--- src/sv/edfq_pkg.sv ---
// shared types and constants of the deadline-sorted ready queue
`timescale 1ns / 1ps
package edfq_pkg;

	localparam int DEPTH_DEF = 16;
	localparam int CAP_W     = 5;
	localparam int OCC_W     = 5;
	localparam int ADDR_W    = 3;
	localparam int DATA_W    = 32;

	localparam logic [CAP_W-1:0] CAP_RESET = 5'd16;

	// register word index of queue_capacity
	localparam logic REG_CAPACITY = 1'b0;

	typedef enum logic {
		REQ_INSERT = 1'b0,
		REQ_SERVE  = 1'b1
	} req_kind_t;

	typedef enum logic [1:0] {
		ST_INSERTED = 2'd0,
		ST_FULL     = 2'd1,
		ST_SERVED   = 2'd2,
		ST_EMPTY    = 2'd3
	} status_t;

	typedef struct packed {
		logic        req_type;
		logic [7:0]  task_id;
		logic [15:0] task_deadline;
		logic [15:0] task_time;
	} req_t;

	typedef struct packed {
		logic [1:0]       status;
		logic [7:0]       out_id;
		logic [15:0]      out_deadline;
		logic [15:0]      out_time;
		logic             may_miss;
		logic [OCC_W-1:0] occupancy;
	} rsp_t;

	typedef struct packed {
		logic [7:0]  id;
		logic [15:0] deadline;
		logic [15:0] time_need;
	} slot_t;

	localparam int SLOT_W = $bits(slot_t);

endpackage

--- src/sv/edf_sorted_ready_queue_unit.sv ---
// top level of the deadline-sorted ready queue: register port, sequencer, result register
`timescale 1ns / 1ps
// Earliest-deadline-first ready queue holding up to DEPTH tasks in a single-port
// slot ram used as a circular buffer. One request is taken at a time: req_ready
// is high only while the sequencer is idle. A serve passes through S_DECIDE and
// S_SRV_RD to S_FIN; a refused or empty request goes from S_DECIDE to S_FIN.
// An insert walks back from the tail through the one ram port, alternating
// S_INS_RD and S_INS_CMP for each stored entry with a later deadline that moves
// up one slot (at most DEPTH-1 such entries); when the walk reaches the front,
// the new entry is written there from S_INS_RD.
// A finished response sits in an output register, so the next request can be
// accepted while it waits to be taken. queue_capacity lives at byte address 0
// and only limits inserts; entries already held are kept if it is lowered.
module edf_sorted_ready_queue_unit #(
	parameter int DEPTH = edfq_pkg::DEPTH_DEF
) (
	input  logic                        clk,
	input  logic                        arst_n,
	// request channel
	input  logic                        req_valid,
	output logic                        req_ready,
	input  edfq_pkg::req_t              req,
	// response channel
	output logic                        rsp_valid,
	input  logic                        rsp_ready,
	output edfq_pkg::rsp_t              rsp,
	// register port
	input  logic                        psel,
	input  logic                        penable,
	input  logic                        pwrite,
	input  logic [edfq_pkg::ADDR_W-1:0] paddr,
	input  logic [edfq_pkg::DATA_W-1:0] pwdata,
	output logic [edfq_pkg::DATA_W-1:0] prdata,
	output logic                        pready
);

	import edfq_pkg::*;

	logic [CAP_W-1:0] cap_q;
	logic             res_valid;
	logic             res_ready;
	rsp_t             res;
	logic             rsp_valid_q;
	rsp_t             rsp_q;
	logic             reg_sel;

	// word index of the addressed register
	assign reg_sel = (paddr[2] == REG_CAPACITY);
	assign pready  = 1'b1;

	// capacity register, written in the access phase
	always_ff @(posedge clk or negedge arst_n) begin
		if (!arst_n) begin
			cap_q <= CAP_RESET;
		end else if (psel && penable && pwrite && reg_sel) begin
			cap_q <= pwdata[CAP_W-1:0];
		end
	end

	assign prdata = reg_sel ? DATA_W'(cap_q) : '0;

	edfq_ctrl #(
		.DEPTH(DEPTH)
	) u_ctrl (
		.clk      (clk),
		.arst_n   (arst_n),
		.req_valid(req_valid),
		.req_ready(req_ready),
		.req      (req),
		.cap      (cap_q),
		.res_valid(res_valid),
		.res_ready(res_ready),
		.res      (res)
	);

	// output register, refilled in the cycle it is emptied
	assign res_ready = !rsp_valid_q || rsp_ready;

	always_ff @(posedge clk or negedge arst_n) begin
		if (!arst_n) begin
			rsp_valid_q <= 1'b0;
		end else if (res_ready) begin
			rsp_valid_q <= res_valid;
		end
	end

	always_ff @(posedge clk) begin
		if (res_ready && res_valid) begin
			rsp_q <= res;
		end
	end

	assign rsp_valid = rsp_valid_q;
	assign rsp       = rsp_q;

endmodule

--- src/sv/edfq_ram.sv ---
// generic single-port-write ram with registered read
`timescale 1ns / 1ps
module edfq_ram #(
	parameter int WIDTH = 8,
	parameter int DEPTH = 16
) (
	input  logic                     clk,
	input  logic                     we,
	input  logic [$clog2(DEPTH)-1:0] waddr,
	input  logic [WIDTH-1:0]         wdata,
	input  logic [$clog2(DEPTH)-1:0] raddr,
	output logic [WIDTH-1:0]         rdata
);

	logic [WIDTH-1:0] mem_q [DEPTH];

	always_ff @(posedge clk) begin
		if (we) begin
			mem_q[waddr] <= wdata;
		end
		rdata <= mem_q[raddr];
	end

endmodule

--- src/sv/edfq_ctrl.sv ---
// sequencer: sorted insert walk and front removal over a circular slot ram
`timescale 1ns / 1ps
module edfq_ctrl #(
	parameter int DEPTH = edfq_pkg::DEPTH_DEF
) (
	input  logic                       clk,
	input  logic                       arst_n,
	input  logic                       req_valid,
	output logic                       req_ready,
	input  edfq_pkg::req_t             req,
	input  logic [edfq_pkg::CAP_W-1:0] cap,
	output logic                       res_valid,
	input  logic                       res_ready,
	output edfq_pkg::rsp_t             res
);

	import edfq_pkg::*;

	localparam int PTR_W = $clog2(DEPTH);
	localparam int CNT_W = $clog2(DEPTH + 1);
	localparam int CMP_W = (CNT_W > CAP_W) ? CNT_W : CAP_W;
	localparam logic [PTR_W:0]   DEPTH_P = (PTR_W + 1)'(DEPTH);
	localparam logic [CNT_W-1:0] DEPTH_C = CNT_W'(DEPTH);
	localparam logic [PTR_W-1:0] LAST_P  = PTR_W'(DEPTH - 1);

	typedef enum logic [5:0] {
		S_IDLE    = 6'b000001,
		S_DECIDE  = 6'b000010,
		S_INS_RD  = 6'b000100,
		S_INS_CMP = 6'b001000,
		S_SRV_RD  = 6'b010000,
		S_FIN     = 6'b100000
	} state_t;

	state_t           state_q;
	req_t             req_q;
	logic [PTR_W-1:0] i_q;
	logic [PTR_W-1:0] head_q;
	logic [CNT_W-1:0] count_q;
	logic [1:0]       status_q;
	slot_t            out_slot_q;
	logic             miss_q;

	logic [PTR_W-1:0] lidx;
	logic [PTR_W:0]   sum;
	logic [PTR_W-1:0] phys;
	logic             we;
	slot_t            wdata;
	slot_t            rdata;
	slot_t            new_slot;
	logic             later;
	logic             full;
	logic [CMP_W-1:0] count_ext;
	logic [CMP_W-1:0] cap_ext;
	logic [CNT_W+OCC_W-1:0] occ_ext;

	assign new_slot = '{id: req_q.task_id, deadline: req_q.task_deadline,
		time_need: req_q.task_time};

	// logical to physical slot: one add and one wrap correction
	assign lidx = (state_q == S_INS_RD && i_q != '0) ? i_q - PTR_W'(1) : i_q;
	always_comb begin
		sum  = {1'b0, head_q} + {1'b0, (state_q == S_DECIDE) ? PTR_W'(0) : lidx};
		phys = (sum >= DEPTH_P) ? PTR_W'(sum - DEPTH_P) : sum[PTR_W-1:0];
	end

	// shared deadline compare
	assign later = rdata.deadline > req_q.task_deadline;

	assign count_ext = CMP_W'(count_q);
	assign cap_ext   = CMP_W'(cap);
	assign full      = (count_ext >= cap_ext) || (count_q == DEPTH_C);

	always_comb begin
		we    = 1'b0;
		wdata = new_slot;
		unique case (state_q)
			S_INS_RD: begin
				we = (i_q == '0);
			end
			S_INS_CMP: begin
				we = 1'b1;
				if (later) begin
					wdata = rdata;
				end
			end
			default: begin
				we = 1'b0;
			end
		endcase
	end

	edfq_ram #(
		.WIDTH(SLOT_W),
		.DEPTH(DEPTH)
	) u_slots (
		.clk  (clk),
		.we   (we),
		.waddr(phys),
		.wdata(wdata),
		.raddr(phys),
		.rdata(rdata)
	);

	always_ff @(posedge clk or negedge arst_n) begin
		if (!arst_n) begin
			state_q <= S_IDLE;
			head_q  <= '0;
			count_q <= '0;
			i_q     <= '0;
		end else begin
			unique case (state_q)
				S_IDLE: begin
					if (req_valid) begin
						state_q <= S_DECIDE;
					end
				end
				S_DECIDE: begin
					if (req_q.req_type == REQ_INSERT) begin
						state_q <= full ? S_FIN : S_INS_RD;
						i_q     <= count_q[PTR_W-1:0];
					end else begin
						state_q <= (count_q == '0) ? S_FIN : S_SRV_RD;
					end
				end
				S_INS_RD: begin
					if (i_q == '0) begin
						count_q <= count_q + CNT_W'(1);
						state_q <= S_FIN;
					end else begin
						state_q <= S_INS_CMP;
					end
				end
				S_INS_CMP: begin
					if (later) begin
						i_q     <= i_q - PTR_W'(1);
						state_q <= S_INS_RD;
					end else begin
						count_q <= count_q + CNT_W'(1);
						state_q <= S_FIN;
					end
				end
				S_SRV_RD: begin
					head_q  <= (head_q == LAST_P) ? '0 : head_q + PTR_W'(1);
					count_q <= count_q - CNT_W'(1);
					state_q <= S_FIN;
				end
				S_FIN: begin
					if (res_ready) begin
						state_q <= S_IDLE;
					end
				end
				default: begin
					state_q <= S_IDLE;
				end
			endcase
		end
	end

	// payload registers
	always_ff @(posedge clk) begin
		if (state_q == S_IDLE && req_valid) begin
			req_q <= req;
		end
		if (state_q == S_DECIDE) begin
			out_slot_q <= '0;
			miss_q     <= 1'b0;
			if (req_q.req_type == REQ_INSERT) begin
				status_q <= full ? ST_FULL : ST_INSERTED;
			end else begin
				status_q <= (count_q == '0) ? ST_EMPTY : ST_SERVED;
			end
		end
		if (state_q == S_SRV_RD) begin
			out_slot_q <= rdata;
			miss_q     <= rdata.time_need > rdata.deadline;
		end
	end

	assign occ_ext   = {{OCC_W{1'b0}}, count_q};
	assign req_ready = (state_q == S_IDLE);
	assign res_valid = (state_q == S_FIN);
	assign res = '{status: status_q, out_id: out_slot_q.id,
		out_deadline: out_slot_q.deadline, out_time: out_slot_q.time_need,
		may_miss: miss_q, occupancy: occ_ext[OCC_W-1:0]};

endmodule
--- config.mk ---
export PLATFORM = sky130hd
export DESIGN_NAME = edf_sorted_ready_queue_unit
export DESIGN_NICKNAME = d
export VERILOG_FILES = /design/src/sv/edfq_pkg.sv /design/src/sv/edf_sorted_ready_queue_unit.sv /design/src/sv/edfq_ram.sv /design/src/sv/edfq_ctrl.sv
export SDC_FILE = /design/constraint.sdc
export NUM_CORES = 1
export LEC_CHECK = 0
export BUFFER_PORTS_ARGS = -buffer_cell sky130_fd_sc_hd__buf_2
export CORE_MARGIN = 3
export CORE_UTILIZATION = 30
export CTS_CLUSTER_DIAMETER = 30
export DETAILED_ROUTE_END_ITERATION = 10
export PLACE_DENSITY = 0.44
export SLEW_MARGIN = 0
export SYNTH_ARGS = -nofsm -noshare
export SYNTH_HDL_FRONTEND = slang
export SYNTH_SLANG_ARGS = --single-unit
--- constraint.sdc ---
create_clock -name clk -period 8.85 [get_ports clk]
set_clock_uncertainty 0.2 [all_clocks]
set_input_delay 1.3275 -clock clk [delete_from_list [all_inputs] [get_ports clk]]
set_output_delay 1.3275 -clock clk [all_outputs]
set_load 0.01 [all_outputs]
# Yosys cells after proc, flatten, opt, wreduce, memory -nomap -nowiden
# Memory sizes are Yosys's and may differ from the RTL's. A register that Yosys moved wholly into a read port is not among the register bits.
# Index checks and enable logic that the tools add are counted.
# totals
wordCells	96
memories	1
out_inout_bits	83
input_bits	83
register_bits	157
mem_bits_rw	640
# classes
mux	31
n_bitwise	1
addsub	6
n_reduce_logical	18
eq_ne	14
magnitude_cmp	4
# mem_list
memory	depth	width	read_ports	rd_clocked_by_memory_dff	wr	line	text
u_ctrl.u_slots.mem_q	16	40	1	1	1	edfq_ram.sv:15	logic [WIDTH-1:0] mem_q [DEPTH];
# op_table
operator	count
two-way mux 40 bit	4
two-way mux 6 bit	7
case mux 6 bit (6 select lines)	1
greater-than comparator 16 bit	2
two-way mux 4 bit	6
two-way mux 5 bit	3
case mux 5 bit (3 select lines)	1
!= test 2 bit, second input constant	4
case mux 4 bit (2 select lines)	1
subtractor 4 x 1 -> 4 bit, second input constant	2
equality test 6 x 1 -> 1 bit, second input constant	1
equality test 6 x 2 -> 1 bit, second input constant	1
equality test 6 x 3 -> 1 bit, second input constant	1
equality test 6 x 4 -> 1 bit, second input constant	1
equality test 6 x 5 -> 1 bit, second input constant	1
equality test 6 bit, second input constant	1
logical AND 1 bit	6
two-way mux 1 bit	6
AND reduction 3 bit	2
adder 4 x 4 -> 5 bit	1
adder 5 x 1 -> 5 bit, second input constant	1
equality test 5 bit, second input constant	1
greater-or-equal comparator 5 bit	1
greater-or-equal comparator 5 bit, second input constant	1
15 further kinds	18

# Depth between registers and ports, before layout
# Gate-level depths: netlist of the first run.
# logic_depth
ltp_word	7
mapped_depth	15
mapped_depth_nobuf	14

# Hierarchy
# Synthesis of the first run repeated with hierarchy kept, for this count alone.
# hier_totals
cells_unflattened	1578
area_unflattened_um2	32550.0
# modules_own_cells
module	seq_area_each_um2	area_each_um2	n_inst	cells_per_inst
edfq_ram	20019.2	25132.9	1	1040
edfq_ctrl	2999.1	5464.0	1	440
edf_sorted_ready_queue_unit	1592.8	1953.1	1	98

# Worst setup path before layout of the first run
# Ideal clock, no wire load.
# synth_timing
path_kind	reg-to-reg
startpoint	register u_ctrl.state_q[4]
endpoint	memory u_ctrl.u_slots.mem_q[2][0] (netlist bit) (enable)
synth_period_minus_slack_ns	6.751
path_slack_ns	2.099
t_arrival_ns	6.064
setup_ns	0.487
t_required_ns	8.163
stages_incl_launch_ff	14
path_buffers	4
cell_sequence	dfrtp_1 buf_2 nor4_2 and3b_1 nor2b_1 xnor2_1 nor2_1 ha_1 fa_1 clkbuf_1 clkbuf_1 buf_1 nand3_1 nor3_1
# synth_via
elab_chain_len	7
elab_cells_between_ends	13
cone_classes	add/sub: 2; order compare: 1; eq/ne: 3; mux: 6; reduce/logical: 1
# synth_lines
element	line	text
start, declared	edfq_ctrl.sv:35	state_t state_q;
start signal, assigned	edfq_ctrl.sv:120	state_q <= full ? S_FIN : S_INS_RD;
start signal, assigned	edfq_ctrl.sv:123	state_q <= (count_q == '0) ? S_FIN : S_SRV_RD;
equality test 6 x 3 -> 1 bit	edfq_ctrl.sv:61, edfq_ctrl.sv:77	
logical AND 1 bit	edfq_ctrl.sv:61	assign lidx = (state_q == S_INS_RD && i_q != '0) ? i_q - PTR_W'(1) : i_q;
two-way mux 4 bit	edfq_ctrl.sv:61	
two-way mux 4 bit	edfq_ctrl.sv:63	sum = {1'b0, head_q} + {1'b0, (state_q == S_DECIDE) ? PTR_W'(0) : lidx};
adder 4 x 4 -> 5 bit	edfq_ctrl.sv:63	
subtractor 4 x 1 -> 4 bit / greater-or-equal comparator 5 bit (equally long branches)	edfq_ctrl.sv:64	phys = (sum >= DEPTH_P) ? PTR_W'(sum - DEPTH_P) : sum[PTR_W-1:0];
two-way mux 4 bit	edfq_ctrl.sv:64	
end, declared	edfq_ram.sv:15	
# Parallel ways exist; a longest one is shown, timed or not.

# Final worst setup path of the first run
# layout_timing
startpoint	register u_ctrl.state_q[4]
endpoint	memory u_ctrl.u_slots.mem_q[0][29] (netlist bit) (enable)
# The elaborated chain is that of the path after synthesis.

==> out/qor.yml, run 1 <==
status: "finished clean"
pwr_density_cell_nw_per_um2: 349
path_depth: 13
final_nets: 1892
grt_usage: 0.151
dr_total_vias: 15767
overflow: 0
fin_crit_sh: 0.712
cp-end-kind: "register"
cts_resized: 0
required_ns: 9.00
yosysSeqAreaShare: 0.762
hold_class: "reg -> reg"
cts_root_buffer: "clkbuf_16"
drc_errors: 0
syn_inst: 1495
grt_pass1_vias: 16761
reg2reg_depth: 13
worst_pin_slew_ns: 1.21
drt_iter0_drc: 1223
crit_path_start: "u_ctrl.state_q[4]"
worstSetupPathType: "reg -> reg"
synth_ff_type: "edfxtp_1"
path_clk_slew_ns: 0.05
r2r_slack_ns: 2.55
cts.sinks: 837
r2r-end: "u_ctrl.u_slots.mem_q[0][29]"
critPathArrivalTime_ns: 6.45
period_needed_ns: 6.30
rows: 119
cts_hold_buf: 0
core_area_um2: 106000
worst_setup_path_start_kind: "register"
path_buf_inv: 1
fin_ws_ns: 2.55
setup_viol: 0
io_buffers: 108
synth-seq-cells: 837
clkLatencyLatePin_ns: 0.75
initial_core_util: 0.305
globalplace.congestion: 0.751
r2r_start: "u_ctrl.state_q[4]"
setup_tns_ns: 0
dpl_worst_slack_ns: 2.49
htreeDepth: 4
yosysUniqueCellTypes: 59
hpwlAfterDp_mm: 46.5
dr.pass1.iters: 5
wl_per_cell_um: 25.2
syn-cell-area_um2: 32300
cts_tree: "built"
antenna_found_initial: 3
grt_pass1_wl_mm: 120
numCtsBuffers: 181
path_delay_family: "simple AND/OR/NAND/NOR gates"
cp_max_fo: 17
synth-edff-count: 772
ir_worst_vdd_mv: 0.311
fmax_mhz: 159
endpoint: "u_ctrl.u_slots.mem_q[0][29]"
path_cells: "nor4_2, and3b_1, nor2b_1, nor2_1, a211oi_1, ha_1, a21o_1, a21oi_1, xor2_1, xnor2_4, nand2_1, nor3_2, buf_4"
antenna_left: 0
die_h_um: 334
async_flop_share: 0.0299
cp_slowest_cell: "nor3_2"
post_cts_buffers: 0
clockBufferDepth: 3
ys_warn_count: 0
slowest_delay_ns: 1.01
drv_cap: 0
grt_max_degree: 125
rsz0062_at_grt: "false"
die_w_um: 334
leakage_nw: 14.2
syn_area_per_cell_um2: 21.6
drv_slew: 0
hold_violations: 0
syn2layout_area_growth_pct: 28.0
vias_per_cell: 4.76
relSlewSlack: 0.172
dieArea_um2: 112000
drive_gt1_frac: 0.363
wirelength_mm: 83.5
ioPinCount: 166
-- cell families (layout without fill, tap and decap cells) --
kind of cell    after synthesis  count (layout)  share of synthesized area
xor+xnor                     12              12                    0.00349
other cells                   2              29                   0.000233
buf+inv                     129             528                     0.0195
simple gates                151             151                     0.0244
mux                         253             253                      0.157
fa+ha+maj                    47              47                     0.0187
flops                       837             837                      0.762
compound gates               64              64                     0.0141
-- state kept, by name, indices dropped and copies added, names as in the netlist --
name                  flops
u_ctrl.state_q            6
u_ctrl.i_q                4
rsp                      48
u_ctrl.res               40
u_ctrl.status_q           2
u_ctrl.req_q              1
u_ctrl.u_slots.mem_q    640
u_ctrl.new_slot          40
rsp_valid                 1
u_ctrl.head_q             4
u_ctrl.count_ext          5
cap_q                     5
u_ctrl.miss_q             1
u_ctrl.u_slots.rdata     40
-- through the flow --
step | total power (W) | hold WS (ns) | util | instance area (um^2) | cells
2_1_floorplan | 0.00660 | 0.200 | - | 32400 | 1521
3_3_place_gp | 0.00739 | 0.205 | 0.328 | 34700 | 2970
3_5_place_dp | 0.00742 | 0.205 | 0.328 | 34700 | 2970
4_1_cts | 0.0147 | 0.209 | 0.390 | 41300 | 3311
5_1_grt | 0.0150 | 0.218 | 0.390 | 41300 | 3311
6_report | 0.0144 | 0.214 | 0.390 | 41300 | 3312
-- cells in the mapped netlist (all sizes together) (3+ instances only) --
cell type  count  share of area
buf           50          0.010
and2          27         0.0052
and3           3        0.00058
nand2b         3        0.00058
dfrtp         23          0.018
nor4           3        0.00097
ha            45          0.017
edfxtp       772           0.72
nor3          12         0.0019
a211o          4         0.0011
a211oi         5         0.0012
nand4          7         0.0014
nor2b         12         0.0023
mux4         200           0.14
a21oi         20         0.0032
nand3          7         0.0011
nand2         22         0.0028
nor2          46         0.0053
inv           44         0.0051
clkbuf        35         0.0041
a21o          11         0.0026
mux2          33          0.012
dfxtp         40          0.025
xor2           3        0.00081
or4            3        0.00070
xnor2          9         0.0027
mux2i         20         0.0062
o21ai          8         0.0012
-- worst min path at each step --
stage	to	cells after the start	slack [ns]	startpoint
after floorplan	rsp[10]	0	0.20	u_ctrl.res[10]
after global placement	rsp[8]	0	0.21	u_ctrl.res[8]
after detailed placement	rsp[10]	0	0.20	u_ctrl.res[10]
after CTS	rsp[36]	0	0.21	u_ctrl.res[36]
after global routing	rsp[30]	0	0.22	u_ctrl.res[30]
final	rsp[30]	0	0.21	u_ctrl.res[30]
-- report_power, final --
group | total (W) | switching (W) | internal (W)
clock | 0.00715 | 0.00222 | 0.00494
sequential | 0.00496 | 0.000215 | 0.00475
combinational | 0.00232 | 0.00126 | 0.00106
total | 0.0144 | 0.00370 | 0.0107
-- metal layers --
layer  up-vias  track usage  share of wire  wire (um)
met2       458        0.232           0.46      38600
met5         -            0              0          0
met3       126       0.0340          0.050       4180
met1      8463        0.214           0.47      39100
met4         0       0.0502          0.019       1620
li1       6720            -              -          -
-- layout make-up --
cell class	count	area (um^2)
antenna	1	2.50
clock buffer	208	4740
clock inverter	133	1860
fill	9560	64700
inverter	44	165
multi-input combinational	555	7290
sequential	837	24600
tap	1391	1740
timing repair buffer	143	916
-- layout by cell type (no fill, tap or decap), types with 9 or more instances in the layout --
cell,Yosys,routed
bufinv_16,0,37
buf_12,0,9
nand2_1,21,20
inv_1,44,44
clkbuf_1,35,21
inv_6,0,13
dfrtp_1,23,23
nor2_1,46,38
buf_4,29,26
conb_1,2,28
nor2b_1,12,11
clkinvlp_4,0,18
a21o_1,11,11
mux2_1,21,21
clkinv_4,0,16
clkinv_1,0,12
mux2_2,12,12
a21oi_1,19,19
ha_1,45,44
clkbuf_16,0,185
dfxtp_1,40,40
and2_1,27,27
clkinv_2,0,29
buf_2,12,108
mux2i_1,20,20
mux4_2,200,200
edfxtp_1,772,772
-- worst register-to-register path: stages (launching register included) --
cell,delay (ns)
dfrtp_1,0.50
nor4_2,0.43
and3b_1,0.27
nor2b_1,0.40
nor2_1,0.08
a211oi_1,0.42
ha_1,0.32
a21o_1,0.15
a21oi_1,0.16
xor2_1,0.16
xnor2_4,0.81
nand2_1,0.42
nor3_2,1.01
buf_4,0.55
Power figures use the tool's default switching activity.
==> run 2, diff against run 1 <==
Settings changed: PLACE_DENSITY 0.44 to 0.45.
Clock period 8.85 ns to 5.6 ns, I/O delays scaled along.
==> out/qor.yml, run 2 (synthesis gave the netlist of run 1 again) <==
htreeDepth: 4  # unchanged
antenna_found_initial: 4  # was 3
drv_slew: 0  # unchanged
fin_crit_sh: 0.897  # was 0.712
post_dp_cell_area_um2: 35400  # was 34,700 um^2
setup_viol: 0  # unchanged
initial_core_util: 0.305  # unchanged
clkLatencyLatePin_ns: 0.74  # was 0.75 ns
cp_slowest_cell: "nor2_4"  # was nor3_2
path_cells: "nor4_2, and3b_1, nor2b_1, nor2_1, a211oi_1, ha_1, a21o_1, a21oi_1, xor2_1, xnor2_4, nand2b_1, nor2_4, buf_12"  # was nor4_2, and3b_1, nor2b_1, nor2_1, a211oi_1, ha_1, a21o_1, a21oi_1, xor2_1, xnor2_4, nand2_1, nor3_2, buf_4
drive_gt1_frac: 0.372  # was 0.363
relSlewSlack: 0.223  # was 0.172
dr.pass1.iters: 5  # unchanged
period_needed_ns: 5.02  # was 6.30 ns
globalplace.congestion: 0.735  # was 0.751
wl_per_cell_um: 24.5  # was 25.2 um
worstSetupPathType: "reg -> reg"  # unchanged
critPathArrivalTime_ns: 5.21  # was 6.45 ns
final_cell_area_um2: 42100  # was 41,300 um^2
drt_iter0_drc: 1341  # was 1,223
path_clk_slew_ns: 0.05  # about the same
dieArea_um2: 112000  # unchanged
drv_cap: 0  # unchanged
slowest_delay_ns: 0.56  # was 1.01 ns
antenna_left: 0  # unchanged
status: "finished clean"  # unchanged
cp_max_fo: 18  # was 17
hold_violations: 0  # unchanged
path_delay_family: "simple AND/OR/NAND/NOR gates"  # unchanged
grt_usage: 0.150  # was 0.151
hpwlAfterDp_mm: 46.5  # about the same
cts_root_buffer: "clkbuf_16"  # unchanged
worst_setup_path_start_kind: "register"  # unchanged
cp-end-kind: "register"  # unchanged
final_common_cell: "edfxtp_1"  # unchanged
grt_pass1_vias: 17035  # was 16,761
antennaDiodeCount: 0  # was 1
cts.sinks: 837  # unchanged
worst_pin_slew_ns: 1.16  # was 1.21 ns
syn2layout_area_growth_pct: 30.5  # was 28.0%
numCtsBuffers: 192  # was 181
overflow: 0  # unchanged
largest_reg_flops: 640  # unchanged
leakage_nw: 14.5  # was 14.2 nW
top_register: "u_ctrl.u_slots.mem_q"  # unchanged
core_area_um2: 106000  # unchanged
layout_common_cells: "edfxtp_1 (772), mux4_2 (200), clkbuf_16 (193)"  # was edfxtp_1 (772), mux4_2 (200), clkbuf_16 (185)
rows: 119  # unchanged
grt_pass1_wl_mm: 120  # about the same
drc_errors: 0  # unchanged
vias_per_cell: 4.72  # was 4.76
fmax_mhz: 199  # was 159 MHz
fin_util: 0.397  # was 0.390
io_buffers: 108  # unchanged
hold_class: "in -> reg"  # was reg -> reg
final_nets: 1945  # was 1,892
instances_no_fill: 3376  # was 3,312
dp.cells: 3007  # was 2,970
pwr_density_cell_nw_per_um2: 544  # was 349 nW/um^2
die_h_um: 334  # unchanged
ioPinCount: 166  # unchanged
path_buf_inv: 1  # unchanged
power_w: 0.0229  # was 0.0144 W
die_w_um: 334  # unchanged
cts_resized: 0  # unchanged
num-fill-cells: 9468  # was 9,560
rsz0062_at_grt: "false"  # unchanged
dr_total_vias: 15928  # was 15,767
required_ns: 5.79  # was 9.00 ns
ir_worst_vdd_mv: 0.295  # was 0.311 mV
clockBufferDepth: 3  # unchanged
wirelength_mm: 82.8  # was 83.5 mm
cts_tree: "built"  # unchanged
grt_max_degree: 57  # was 125
[run 2: metal layers]
metal	routed length (um)	part of all wire	GRT usage
met1	38000	0.46	0.211
met2	38500	0.47	0.230
met3	4940	0.060	0.0351
met4	1350	0.016	0.0456
met5	0	0	0
[run 2: path summary, 6_finish.rpt]
path | start | endpoint | slack [ns] | cells past startpoint
max | u_ctrl.state_q[4] | u_ctrl.u_slots.mem_q[9][15] | 0.58 | 13
min | req[2] | u_ctrl.new_slot[2] | 0.06 | 1
max reg2reg | u_ctrl.state_q[4] | u_ctrl.u_slots.mem_q[9][15] | 0.58 | 13
min reg2reg | u_ctrl.res[31] | rsp[31] | 0.19 | 0
max in group asynchronous | arst_n | u_ctrl.head_q[0] | 4.30 | 2
min in group asynchronous | arst_n | cap_q[3] | 0.46 | 2
[run 2: area by class of cell]
cell class              instances  area, um^2  area share
clock buffers                 225        5030       0.119
clock inverters               139        1680      0.0399
inverters                      44         165     0.00392
multi-input cells             555        7310       0.174
flip-flops and latches        837       24600       0.584
well taps                    1391        1740      0.0413
repair buffers                185        1580      0.0375
[run 2: through the flow]
step           TNS, ns  setup slack, ns  hold slack (ns)
2_1_floorplan  -211.12            -1.15            0.200
3_3_place_gp         0            0.549            0.202
3_5_place_dp         0            0.577            0.205
4_1_cts              0            0.497         0.000601
5_1_grt              0            0.232           0.0196
6_report             0            0.577           0.0604
[run 2: what timing repair did]
action                                 4_1_cts  5_1_grt
buffers inserted                             0        0
hold buffers                                 5        0
endpoints found under the hold margin       27        0
[run 2: report_power, final]
part / internal, W / switching, W
clock: 0.00764 / 0.00359
sequential: 0.00750 / 0.000341
combinational: 0.00176 / 0.00207
total: 0.0169 / 0.00600
